File: src/hw/rtl/sapd_pkg.sv
package sapd_pkg;

  // field widths
  localparam int ANGLE_WIDTH = 20;
  localparam int TIME_WIDTH  = 32;

  // framing constants
  localparam int SYNC_ZEROS = 5;
  localparam int SHORT_LEN  = 15;
  localparam int LONG_LEN   = 24;
  localparam int CHECK_STEP = 4;
  localparam int POS_WIDTH  = 5;
  localparam int RUN_WIDTH  = 3;
  localparam int VALUE_BITS = 12;
  localparam int DELTA_BITS = 6;

  localparam logic signed [ANGLE_WIDTH-1:0] X_RESET = ANGLE_WIDTH'(2048);
  localparam logic signed [ANGLE_WIDTH-1:0] ANGLE_MAX =
    {1'b0, {(ANGLE_WIDTH-1){1'b1}}};
  localparam logic signed [ANGLE_WIDTH-1:0] ANGLE_MIN =
    {1'b1, {(ANGLE_WIDTH-1){1'b0}}};

  // axis codes
  localparam logic [1:0] AXIS_NONE = 2'd0;
  localparam logic [1:0] AXIS_X    = 2'd1;
  localparam logic [1:0] AXIS_Y    = 2'd2;

  // long packet commands
  localparam logic [2:0] LCMD_SET_Y = 3'd0;
  localparam logic [2:0] LCMD_SET_X = 3'd1;

  // short packet commands
  localparam logic [1:0] SCMD_ADD_Y = 2'd0;
  localparam logic [1:0] SCMD_SUB_Y = 2'd1;
  localparam logic [1:0] SCMD_ADD_X = 2'd2;
  localparam logic [1:0] SCMD_SUB_X = 2'd3;

  typedef struct packed {
    logic                  line_bit;
    logic [TIME_WIDTH-1:0] sample_time;
  } in_beat_t;

  typedef struct packed {
    logic signed [ANGLE_WIDTH-1:0] x_angle;
    logic signed [ANGLE_WIDTH-1:0] y_angle;
    logic [TIME_WIDTH-1:0]         packet_time;
    logic [1:0]                    last_axis;
    logic                          check_error;
  } out_beat_t;

  // true if any check bit equals the bit before it
  function automatic logic check_fail(input logic [LONG_LEN-1:0] bits,
                                      input logic is_long);
    logic fail;
    fail = 1'b0;
    for (int i = CHECK_STEP; i < LONG_LEN; i += CHECK_STEP) begin
      if ((is_long || i < SHORT_LEN) && bits[i] == bits[i-1]) begin
        fail = 1'b1;
      end
    end
    return fail;
  endfunction

  // add or subtract a small unsigned delta with saturation
  function automatic logic signed [ANGLE_WIDTH-1:0] sat_step(
      input logic signed [ANGLE_WIDTH-1:0] base,
      input logic [DELTA_BITS-1:0]         delta,
      input logic                          sub);
    logic signed [ANGLE_WIDTH:0] ext;
    logic signed [ANGLE_WIDTH:0] dext;
    logic signed [ANGLE_WIDTH:0] sum;
    ext  = {base[ANGLE_WIDTH-1], base};
    dext = {{(ANGLE_WIDTH+1-DELTA_BITS){1'b0}}, delta};
    sum  = sub ? (ext - dext) : (ext + dext);
    if (sum[ANGLE_WIDTH] != sum[ANGLE_WIDTH-1]) begin
      return sum[ANGLE_WIDTH] ? ANGLE_MIN : ANGLE_MAX;
    end
    return sum[ANGLE_WIDTH-1:0];
  endfunction

endpackage

File: src/hw/rtl/serial_angle_packet_deframer_unit.sv
// Serial angle packet deframer. One line bit is accepted per clock cycle while
// in_stall is low; bits that only sync, skip or fill a packet cost nothing
// beyond that cycle. The bit that completes a packet is decoded in the same
// cycle it is taken; any result beat is registered into the output register,
// or into the skid register if the output register is held. The two-entry
// output buffer lets the input keep running while one result waits; in_stall
// rises only when both entries are full. No clearing pass is needed after reset.
module serial_angle_packet_deframer_unit import sapd_pkg::*; (
  input  logic      clk,
  input  logic      rst,
  input  logic      in_valid,
  output logic      in_stall,
  input  in_beat_t  in_data,
  output logic      out_valid,
  input  logic      out_stall,
  output out_beat_t out_data
);

  // framing state
  logic [RUN_WIDTH-1:0]          zero_run;
  logic                          synced;
  logic                          in_packet;
  logic [POS_WIDTH-1:0]          bit_position;
  logic [LONG_LEN-1:0]           packet_bits;
  logic [TIME_WIDTH-1:0]         start_time;
  logic signed [ANGLE_WIDTH-1:0] x_value;
  logic signed [ANGLE_WIDTH-1:0] y_value;
  logic [1:0]                    axis_mark;
  logic                          any_emitted;

  // output buffer
  out_beat_t skid_data;
  logic      skid_valid;

  logic accept;
  logic out_fire;
  assign accept   = in_valid && !in_stall;
  assign out_fire = out_valid && !out_stall;
  assign in_stall = skid_valid;

  // packet bits including the current beat
  logic [LONG_LEN-1:0]  bits_next;
  logic [POS_WIDTH-1:0] pos_next;
  logic                 is_long;
  logic                 done;
  always_comb begin
    bits_next = packet_bits;
    if (bit_position < POS_WIDTH'(LONG_LEN)) begin
      bits_next[bit_position[POS_WIDTH-1:0]] = in_data.line_bit;
    end
    pos_next = bit_position + POS_WIDTH'(1);
    is_long  = bits_next[1];
    done     = pos_next >= (is_long ? POS_WIDTH'(LONG_LEN) : POS_WIDTH'(SHORT_LEN));
  end

  // field extraction
  logic [2:0]            lcmd;
  logic [1:0]            scmd;
  logic [VALUE_BITS-1:0] lvalue;
  logic [DELTA_BITS-1:0] sdelta;
  logic                  fail;
  assign lcmd   = {bits_next[5], bits_next[3], bits_next[2]};
  assign scmd   = {bits_next[3], bits_next[2]};
  assign lvalue = {bits_next[21], bits_next[19], bits_next[18], bits_next[17],
                   bits_next[15], bits_next[14], bits_next[13], bits_next[11],
                   bits_next[10], bits_next[9], bits_next[7], bits_next[6]};
  assign sdelta = {bits_next[11], bits_next[10], bits_next[9],
                   bits_next[7], bits_next[6], bits_next[5]};
  assign fail   = check_fail(bits_next, is_long);

  // packet decode
  logic signed [ANGLE_WIDTH-1:0] x_next;
  logic signed [ANGLE_WIDTH-1:0] y_next;
  logic [1:0]                    axis_next;
  logic                          emit;
  logic                          apply;
  always_comb begin
    x_next    = x_value;
    y_next    = y_value;
    axis_next = axis_mark;
    emit      = 1'b0;
    apply     = 1'b0;
    if (accept && synced && in_packet && done) begin
      if (fail) begin
        emit = 1'b1;
      end else if (is_long) begin
        emit  = 1'b1;
        apply = 1'b1;
        if (lcmd == LCMD_SET_Y) begin
          y_next    = {{(ANGLE_WIDTH-VALUE_BITS){1'b0}}, lvalue};
          axis_next = AXIS_Y;
        end else if (lcmd == LCMD_SET_X) begin
          x_next    = {{(ANGLE_WIDTH-VALUE_BITS){1'b0}}, lvalue};
          axis_next = AXIS_X;
        end
      end else if (any_emitted) begin
        emit  = 1'b1;
        apply = 1'b1;
        case (scmd)
          SCMD_ADD_Y: begin
            y_next    = sat_step(y_value, sdelta, 1'b0);
            axis_next = AXIS_Y;
          end
          SCMD_SUB_Y: begin
            y_next    = sat_step(y_value, sdelta, 1'b1);
            axis_next = AXIS_Y;
          end
          SCMD_ADD_X: begin
            x_next    = sat_step(x_value, sdelta, 1'b0);
            axis_next = AXIS_X;
          end
          default: begin
            x_next    = sat_step(x_value, sdelta, 1'b1);
            axis_next = AXIS_X;
          end
        endcase
      end
    end
  end

  out_beat_t result;
  always_comb begin
    result.x_angle     = x_next;
    result.y_angle     = y_next;
    result.packet_time = start_time;
    result.last_axis   = axis_next;
    result.check_error = fail;
  end

  // framing and angle state
  always_ff @(posedge clk) begin
    if (rst) begin
      zero_run     <= '0;
      synced       <= 1'b0;
      in_packet    <= 1'b0;
      bit_position <= '0;
      packet_bits  <= '0;
      start_time   <= '0;
      x_value      <= X_RESET;
      y_value      <= '0;
      axis_mark    <= AXIS_NONE;
      any_emitted  <= 1'b0;
    end else if (accept) begin
      if (!synced) begin
        if (in_data.line_bit) begin
          zero_run <= '0;
        end else if (zero_run + RUN_WIDTH'(1) >= RUN_WIDTH'(SYNC_ZEROS)) begin
          zero_run <= RUN_WIDTH'(SYNC_ZEROS);
          synced   <= 1'b1;
        end else begin
          zero_run <= zero_run + RUN_WIDTH'(1);
        end
      end else if (!in_packet) begin
        if (in_data.line_bit) begin
          in_packet    <= 1'b1;
          packet_bits  <= LONG_LEN'(1);
          bit_position <= POS_WIDTH'(1);
          start_time   <= in_data.sample_time;
        end
      end else begin
        packet_bits <= bits_next;
        if (done) begin
          in_packet    <= 1'b0;
          bit_position <= '0;
        end else begin
          bit_position <= pos_next;
        end
        if (apply) begin
          x_value     <= x_next;
          y_value     <= y_next;
          axis_mark   <= axis_next;
          any_emitted <= 1'b1;
        end
      end
    end
  end

  // output register and skid register
  always_ff @(posedge clk) begin
    if (rst) begin
      out_valid  <= 1'b0;
      skid_valid <= 1'b0;
    end else begin
      if (skid_valid) begin
        if (out_fire) begin
          skid_valid <= 1'b0;
        end
      end else if (emit) begin
        if (!out_valid || out_fire) begin
          out_valid <= 1'b1;
        end else begin
          skid_valid <= 1'b1;
        end
      end else if (out_fire) begin
        out_valid <= 1'b0;
      end
    end
  end

  always_ff @(posedge clk) begin
    if (skid_valid) begin
      if (out_fire) begin
        out_data <= skid_data;
      end
    end else if (emit) begin
      if (!out_valid || out_fire) begin
        out_data <= result;
      end else begin
        skid_data <= result;
      end
    end
  end

  // skid entry only holds a beat behind the output register
  assert property (@(posedge clk) disable iff (rst) skid_valid |-> out_valid)
    else $error("skid entry valid with empty output register");

  // a packet is only collected once synchronized
  assert property (@(posedge clk) disable iff (rst) in_packet |-> synced)
    else $error("packet collection before sync");

  // bit position stays inside the long packet and is zero between packets
  assert property (@(posedge clk) disable iff (rst)
    (bit_position < POS_WIDTH'(LONG_LEN)) && (in_packet || bit_position == '0))
    else $error("bit position out of range");

  // a delivered beat never carries an undefined axis code
  assert property (@(posedge clk) disable iff (rst)
    out_valid |-> (out_data.last_axis != 2'd3))
    else $error("bad axis code on output");

endmodule
File: config.mk
export PLATFORM = sky130hd
export DESIGN_NAME = serial_angle_packet_deframer_unit
export DESIGN_NICKNAME = d
export VERILOG_FILES = /design/src/hw/rtl/sapd_pkg.sv /design/src/hw/rtl/serial_angle_packet_deframer_unit.sv
export SDC_FILE = /design/constraint.sdc
export NUM_CORES = 1
export LEC_CHECK = 0
export BUFFER_PORTS_ARGS = -buffer_cell sky130_fd_sc_hd__buf_4
export CAP_MARGIN = 20
export CORE_MARGIN = 3
export CORE_UTILIZATION = 68
export CTS_BUF_LIST = sky130_fd_sc_hd__clkbuf_8
export CTS_CLUSTER_SIZE = 40
export DETAILED_ROUTE_END_ITERATION = 12
export PLACE_DENSITY = 0.89
export REMOVE_ABC_BUFFERS = 1
export SLEW_MARGIN = 10
export SYNTH_ARGS = -nofsm -noshare
export SYNTH_HDL_FRONTEND = slang
export SYNTH_SLANG_ARGS = --single-unit
File: constraint.sdc
create_clock -name clk -period 20.1 [get_ports clk]
set_clock_uncertainty 0.2 [all_clocks]
set_input_delay 3.015 -clock clk [delete_from_list [all_inputs] [get_ports clk]]
set_output_delay 3.015 -clock clk [all_outputs]
set_load 0.1 [all_outputs]
; ---- After elaboration in Yosys (flattened, before gate mapping)
; Index checks and enable logic that the tools add are counted.
[totals]
ff_bits = 261
latchBits = 0
ram_bits = 0
romBits = 0
inputBits = 37
output_inout_bits = 77
elab_cells = 178
mem_count = 0
[classes]
add_sub_neg = 6
multipliers = 0
div = 0
n_lt_le_gt_ge = 5
n_eq_ne = 15
shift = 0
n_mux = 96
bitwise = 4
reduce_logical = 29
[ops]
columns = op, count
row1 = 20-bit two-way mux, 23
row2 = 75-bit two-way mux, 4
row3 = 20-bit one-hot mux with 2 select lines, 2
row4 = 24-bit two-way mux, 3
row5 = 1-bit two-way mux, 49
row6 = 20-bit by 7-bit adder with 21-bit output, 2
row7 = 20-bit by 7-bit subtractor with 21-bit output, 2
row8 = 24-bit bitwise mux, 1
row9 = 5-bit two-way mux, 4
row10 = 2-bit two-way mux, 7
row11 = 3-bit AND reduction, 4
row12 = 4-bit AND reduction, 3
row13 = 1-bit logical AND, 8
row14 = 2-bit nonzero test, 4
row15 = 5-bit by 6-bit < comparator with 1-bit output (second input constant), 1
row16 = 3-bit two-way mux, 2
row17 = 2-bit by 1-bit inequality test with 1-bit output (second input constant), 3
row18 = 5-bit by 1-bit adder with 5-bit output (second input constant), 1
row19 = 1-bit demux with 5-bit select, 1
row20 = 1-bit == test, 5
row21 = 5-bit by 1-bit >= comparator with 1-bit output (second input constant), 1
row22 = 5-bit >= comparator, 1
row23 = 5-bit < comparator (second input constant), 1
row24 = 1-bit inequality test, 4
row25 = 13 further kinds, 19

; ---- Depth between registers and ports, before layout
[logic_depth]
depth_word = 23
ltp_mapped = 22
ltp_nobuf = 19

; ---- Worst setup path before layout
; OpenSTA, ideal clock, no wires.
[synth_timing]
path_kind = input to register
start = input port in_data[32] (netlist bit)
end = register out_data[0] (netlist bit) (enable)
setup_ns = 0.540
arrival_ns = 8.493
setup_slack_ns = 10.866
cell_stages = 11
n_path_buf = 2
cell_sequence = mux2_2 -> inv_1 -> buf_2 -> buf_1 -> ha_1 -> nor2b_1 -> o21ai_0 -> a31oi_1 -> nor2_1 -> o21ai_0 -> a22oi_1
[synth_between]
elab_chain_len = 12
[synth_lines]
columns = item, line_no
row1 = from (decl), serial_angle_packet_deframer_unit.sv:13  ; input in_beat_t in_data,
row2 = 24-bit bitwise mux (*), serial_angle_packet_deframer_unit.sv:49  ; bits_next[bit_position[POS_WIDTH-1:0]] = in_data.line_bit;
row3 = 24-bit two-way mux (*), serial_angle_packet_deframer_unit.sv:48  ; if (bit_position < POS_WIDTH'(LONG_LEN)) begin
row4 = 1-bit == test, sapd_pkg.sv:57  ; if ((is_long || i < SHORT_LEN) && bits[i] == bits[i-1]) begin
row5 = 1-bit two-way mux (5 in a row), sapd_pkg.sv:57
row6 = 1-bit two-way mux, serial_angle_packet_deframer_unit.sv:84  ; if (fail) begin
row7 = 1-bit two-way mux (*), serial_angle_packet_deframer_unit.sv:83  ; if (accept && synced && in_packet && done) begin
row8 = 2-bit nonzero test (no source line) (*), --
row9 = 3-bit AND reduction (no source line) (*), --
row10 = to (signal assigned), serial_angle_packet_deframer_unit.sv:203  ; out_data <= skid_data;
row11 = to (signal assigned), serial_angle_packet_deframer_unit.sv:207  ; out_data <= result;
row12 = to (decl), serial_angle_packet_deframer_unit.sv:16  ; output out_beat_t out_data
; Mark *: on every way between the ends. The rest lies on a longest branch, timed or not. The select of a mux whose other input is x is not followed.
; A chain may end at the register's enable or synchronous reset.

; ---- Worst setup path after layout
[layout_timing]
start = input port in_data[32] (netlist bit)
end = register out_data[35] (netlist bit) (data pin)
[layout_between]
elab_chain_len = 19
[layout_lines]
columns = item, line_no
row1 = 24-bit bitwise mux (*), serial_angle_packet_deframer_unit.sv:49
row2 = 24-bit two-way mux (*), serial_angle_packet_deframer_unit.sv:48
row3 = 20-bit by 7-bit subtractor with 21-bit output / 20-bit by 7-bit adder with 21-bit output (equally long branches), --
row4 = 1-bit inequality test, sapd_pkg.sv:75  ; if (sum[ANGLE_WIDTH] != sum[ANGLE_WIDTH-1]) begin
row5 = 1-bit two-way mux, sapd_pkg.sv:75
row6 = 1-bit two-way mux, serial_angle_packet_deframer_unit.sv:99  ; case (scmd)
row7 = 1-bit two-way mux, serial_angle_packet_deframer_unit.sv:96  ; end else if (any_emitted) begin
row8 = 1-bit two-way mux, serial_angle_packet_deframer_unit.sv:86  ; end else if (is_long) begin
row9 = [... 4 more ...], --
row10 = 20-bit two-way mux, serial_angle_packet_deframer_unit.sv:96
row11 = 20-bit two-way mux, serial_angle_packet_deframer_unit.sv:86
row12 = 20-bit two-way mux, serial_angle_packet_deframer_unit.sv:84
row13 = 20-bit two-way mux (*), serial_angle_packet_deframer_unit.sv:83
row14 = named net y_next[0], serial_angle_packet_deframer_unit.sv:73  ; logic signed [ANGLE_WIDTH-1:0] y_next;
row15 = 75-bit two-way mux (*), serial_angle_packet_deframer_unit.sv:206  ; if (!out_valid || out_fire) begin
row16 = 75-bit two-way mux (*), serial_angle_packet_deframer_unit.sv:205  ; end else if (emit) begin
row17 = 75-bit two-way mux (*), serial_angle_packet_deframer_unit.sv:201  ; if (skid_valid) begin
; The timed path passes the listed nets; every way through them passes the cells marked *. The select of a mux whose other input is x is not followed.

==> flow_summary.yaml <==
status:
  status: "finished clean"
yosys:
  synthCells: 1514
  avgSynthCellArea_sq_um: 9.60
  async_flop_share_pct: 0
  synth_seq_cells: 258
  netlist_area_sq_um: 14500
  ys_top_cells_by_area: "edfxtp_1 (31%), dfxtp_1 (15%), mux2_2 (4.2%)"
  synth_cell_types: 99
  synth_ff_type: "edfxtp_1"
  yosysWarnings: 0
  synth_top_cell_area_share_pct: 31.0
  yosysTopAreaCell: "edfxtp_1"
  synth_edf_count: 150
  synth-seq-area-share_pct: 45.9
finish:
  drive_above_1_share_pct: 17.6
  ff_latch_area_sq_um: 6670
  nFillCells: 1367
  areaGrowthSynthToFinish_pct: 11.2
  antenna_cells: 0
  final_nets: 1652
  multi_input_area_sq_um: 7170
timing:
  max_slew_margin_pct: 27.1
  clock.fmax_ghz: 0.122
  rsz0062_at_grt: "false"
  fin_crit_sh_pct: 40.9
  setup_viol: 0
  period_needed_ps: 8220
  finalSetupTns_ps: 0
  final_max_slew_viol_count: 0
  finalHoldViolations: 0
  worstMarginPinSlew_ps: 1080
worst_hold_path:
  holdCritPathClass: "register to register"
drt:
  dr_wl_met3_microns: 5160
  drtIter0Drc: 1754
  avgRoutedWirePerCell_microns: 24.6
  final_antenna_net_count: 0
  num_vias: 13100
  wl_met2_microns: 21400
  dr.pass1.iters: 6
  top_layer: "met4"
  drc: 0
  routed_wl_microns: 46000
  wirelength_met1_microns: 17000
  viasPerCell: 7.01
critical_path:
  cp-start-kind: "input port"
  r2r_slack_ps: 13100
  crit_path_frequent_cell: "ha_1"
  required_ps: 20200
  slowest_stage: "ha_1"
  crit_buf_inv: 2
  path_cells: "buf_4 -> mux2i_1 -> inv_1 -> ha_1 -> nor3b_1 -> o31ai_1 -> nand4b_1 -> nor2_1 -> xnor2_1 -> ha_1 -> nand3b_1 -> o211ai_1 -> a21oi_1 -> o311ai_1 -> nand2_1 -> mux2_2"
  cp_data_arrival_time_ps: 8330
  critPathMaxStageDelay_ps: 740
  timing.critical_path.max_delay_family: "compound AO/OA/AOI/OAI gates"
  crit_path_end_kind: "register"
  worstSetupPathType: "input port to register"
  critical_path_peak_fanout: 25
cts:
  cts_tree: "done"
  cts_setup_buffers: 0
  clk-insertion-delay-late_ps: 570
  ctsHoldBuffers: 0
  cts_buffers: 41
  clock_sinks: 258
  ctsResizeCount: 0
  clockBufferDepth: 3
  clkTransAtPathRegs_ps: 60
  root_buffer: "clkbuf_8"
  ctsHtreeMaxLevel: 2
placed_design:
  io_buffers: 113
  hpwl_microns: 29900
  gp_congestion: 0.993
floorplanning:
  initial_utilization_pct: 70.5
  row_count: 52
  die-area_sq_um: 23200
  die_w_microns: 152
  io_pins: 114
  dieHeight_microns: 152
  core-area_sq_um: 20600
power_and_ir_drop:
  ir_drop_uv: 60.9
  total_leakage_power_nw: 5.92
  fin_total_pwr_mw: 1.02
  powerDensity_nw_per_um2: 63.1
grt:
  antenna_found_initial: 0
  grt_start_max_net_pins: 77
  grt_pass1_wl_microns: 71300
  grt_use_total_pct: 38.4
  overflow: 0
  grt_pass1_vias: 12800
flow_run:
  drv_cap: 0
-- layout by cell type (no fill, tap or decap), drive strengths merged, types with 10 or more instances in the layout --
cell type,instances
a21oi,116
a22oi,18
a31oi,19
and3,13
buf,130
clkbuf,49
dfxtp,108
edfxtp,150
ha,40
inv,64
mux2,55
mux2i,17
nand2,158
nand2b,11
nand3,28
nor2,145
nor2b,26
nor3,54
nor4,26
nor4b,10
o211ai,10
o21ai,67
o21bai,11
o22ai,10
o311ai,15
o31a,11
o31ai,20
or3,16
xnor2,26
xor2,15
-- power breakdown --
group | leakage [nW] | internal [mW] | switching, mW
registers | 2.18 | 0.553 | 0.000180
logic | 3.24 | 0.00542 | 0.00706
clock network | 0.496 | 0.237 | 0.217
total | 5.92 | 0.796 | 0.224
-- kinds of logic after synthesis --
logic type,after synthesis,share of synthesized area [%]
buffers and inverters,159,5.00
xor gates and xnor gates,41,2.47
muxes,72,5.54
DFF,258,45.9
adders and majority gates,44,3.99
AOI/OAI and AO/OA,392,18.3
and+or+nand+nor,548,18.8
-- registers in the layout (all words and copies together) (netlist names), 2 cells and up --
register and cells:
y_value 20, zero_run 3, x_value 20, out_data 75, bit_position 5, skid_data 75
start_time 32, packet_bits 21, axis_mark 2
-- worst reg2reg max path: stages, from the launching register on --
cell	delay (ps)
dfxtp_1	460
ha_1	450
nor4bb_1	470
mux2i_1	510
inv_1	220
ha_1	470
nor3b_1	110
o31ai_1	260
nand4b_1	580
nor2_1	350
xnor2_1	130
ha_1	740
nand3b_1	190
o211ai_1	610
a21oi_1	160
o311ai_1	450
nand2_1	120
mux2_2	280
-- area by class of cell --
type,instances,share of cell area [%]
multi-input cells,1097,44.4
flip-flops and latches,258,41.3
repair buffers,130,6.14
clock buffers,49,4.17
well taps,270,2.09
inverters,43,0.999
clock inverters,27,0.983
-- synthesized netlist by cell type, types with 12 or more instances --
| master | number |
|---|---|
| nand2_1 | 158 |
| edfxtp_1 | 150 |
| nor2_1 | 144 |
| a21oi_1 | 113 |
| dfxtp_1 | 108 |
| clkbuf_1 | 80 |
| o21ai_0 | 59 |
| mux2_2 | 54 |
| nor3_1 | 53 |
| inv_1 | 43 |
| ha_1 | 40 |
| nand3_1 | 28 |
| nor2b_1 | 26 |
| xnor2_1 | 26 |
| nor4_1 | 24 |
| o31ai_1 | 20 |
| a31oi_1 | 19 |
| a22oi_1 | 16 |
| mux2i_1 | 16 |
| or3_1 | 16 |
| xor2_1 | 15 |
| and3_1 | 13 |
| buf_2 | 12 |
-- path summary, 6_finish.rpt --
check	startpoint	end	depth (start not counted)
worst max-delay path	in_data[32]	out_data[35]	16
worst min-delay path	start_time[0]	skid_data[3]	0
worst max register to register	bit_position[0]	out_data[35]	17
worst min register to register	start_time[0]	skid_data[3]	0
-- per-layer routing --
metal / vias up / track usage, %
met2: 989 / 62.0
met4: 0 / 18.2
met5: - / 0
li1: 5729 / -
met1: 6204 / 49.8
met3: 221 / 8.01
-- stage by stage --
step	cells	utilization, %	hold WS (ps)	setup slack [ps]	cell area [sq um]
after floorplan	1398	-	226	10860	14000
after global placement	1796	74.2	234	11860	15300
after detailed placement	1796	74.2	251	11600	15300
after CTS	1872	78.2	255	12180	16100
after global routing	1874	78.4	266	11720	16200
final	1874	78.4	255	11880	16200
No activity file was read; power rests on OpenSTA's default activity.
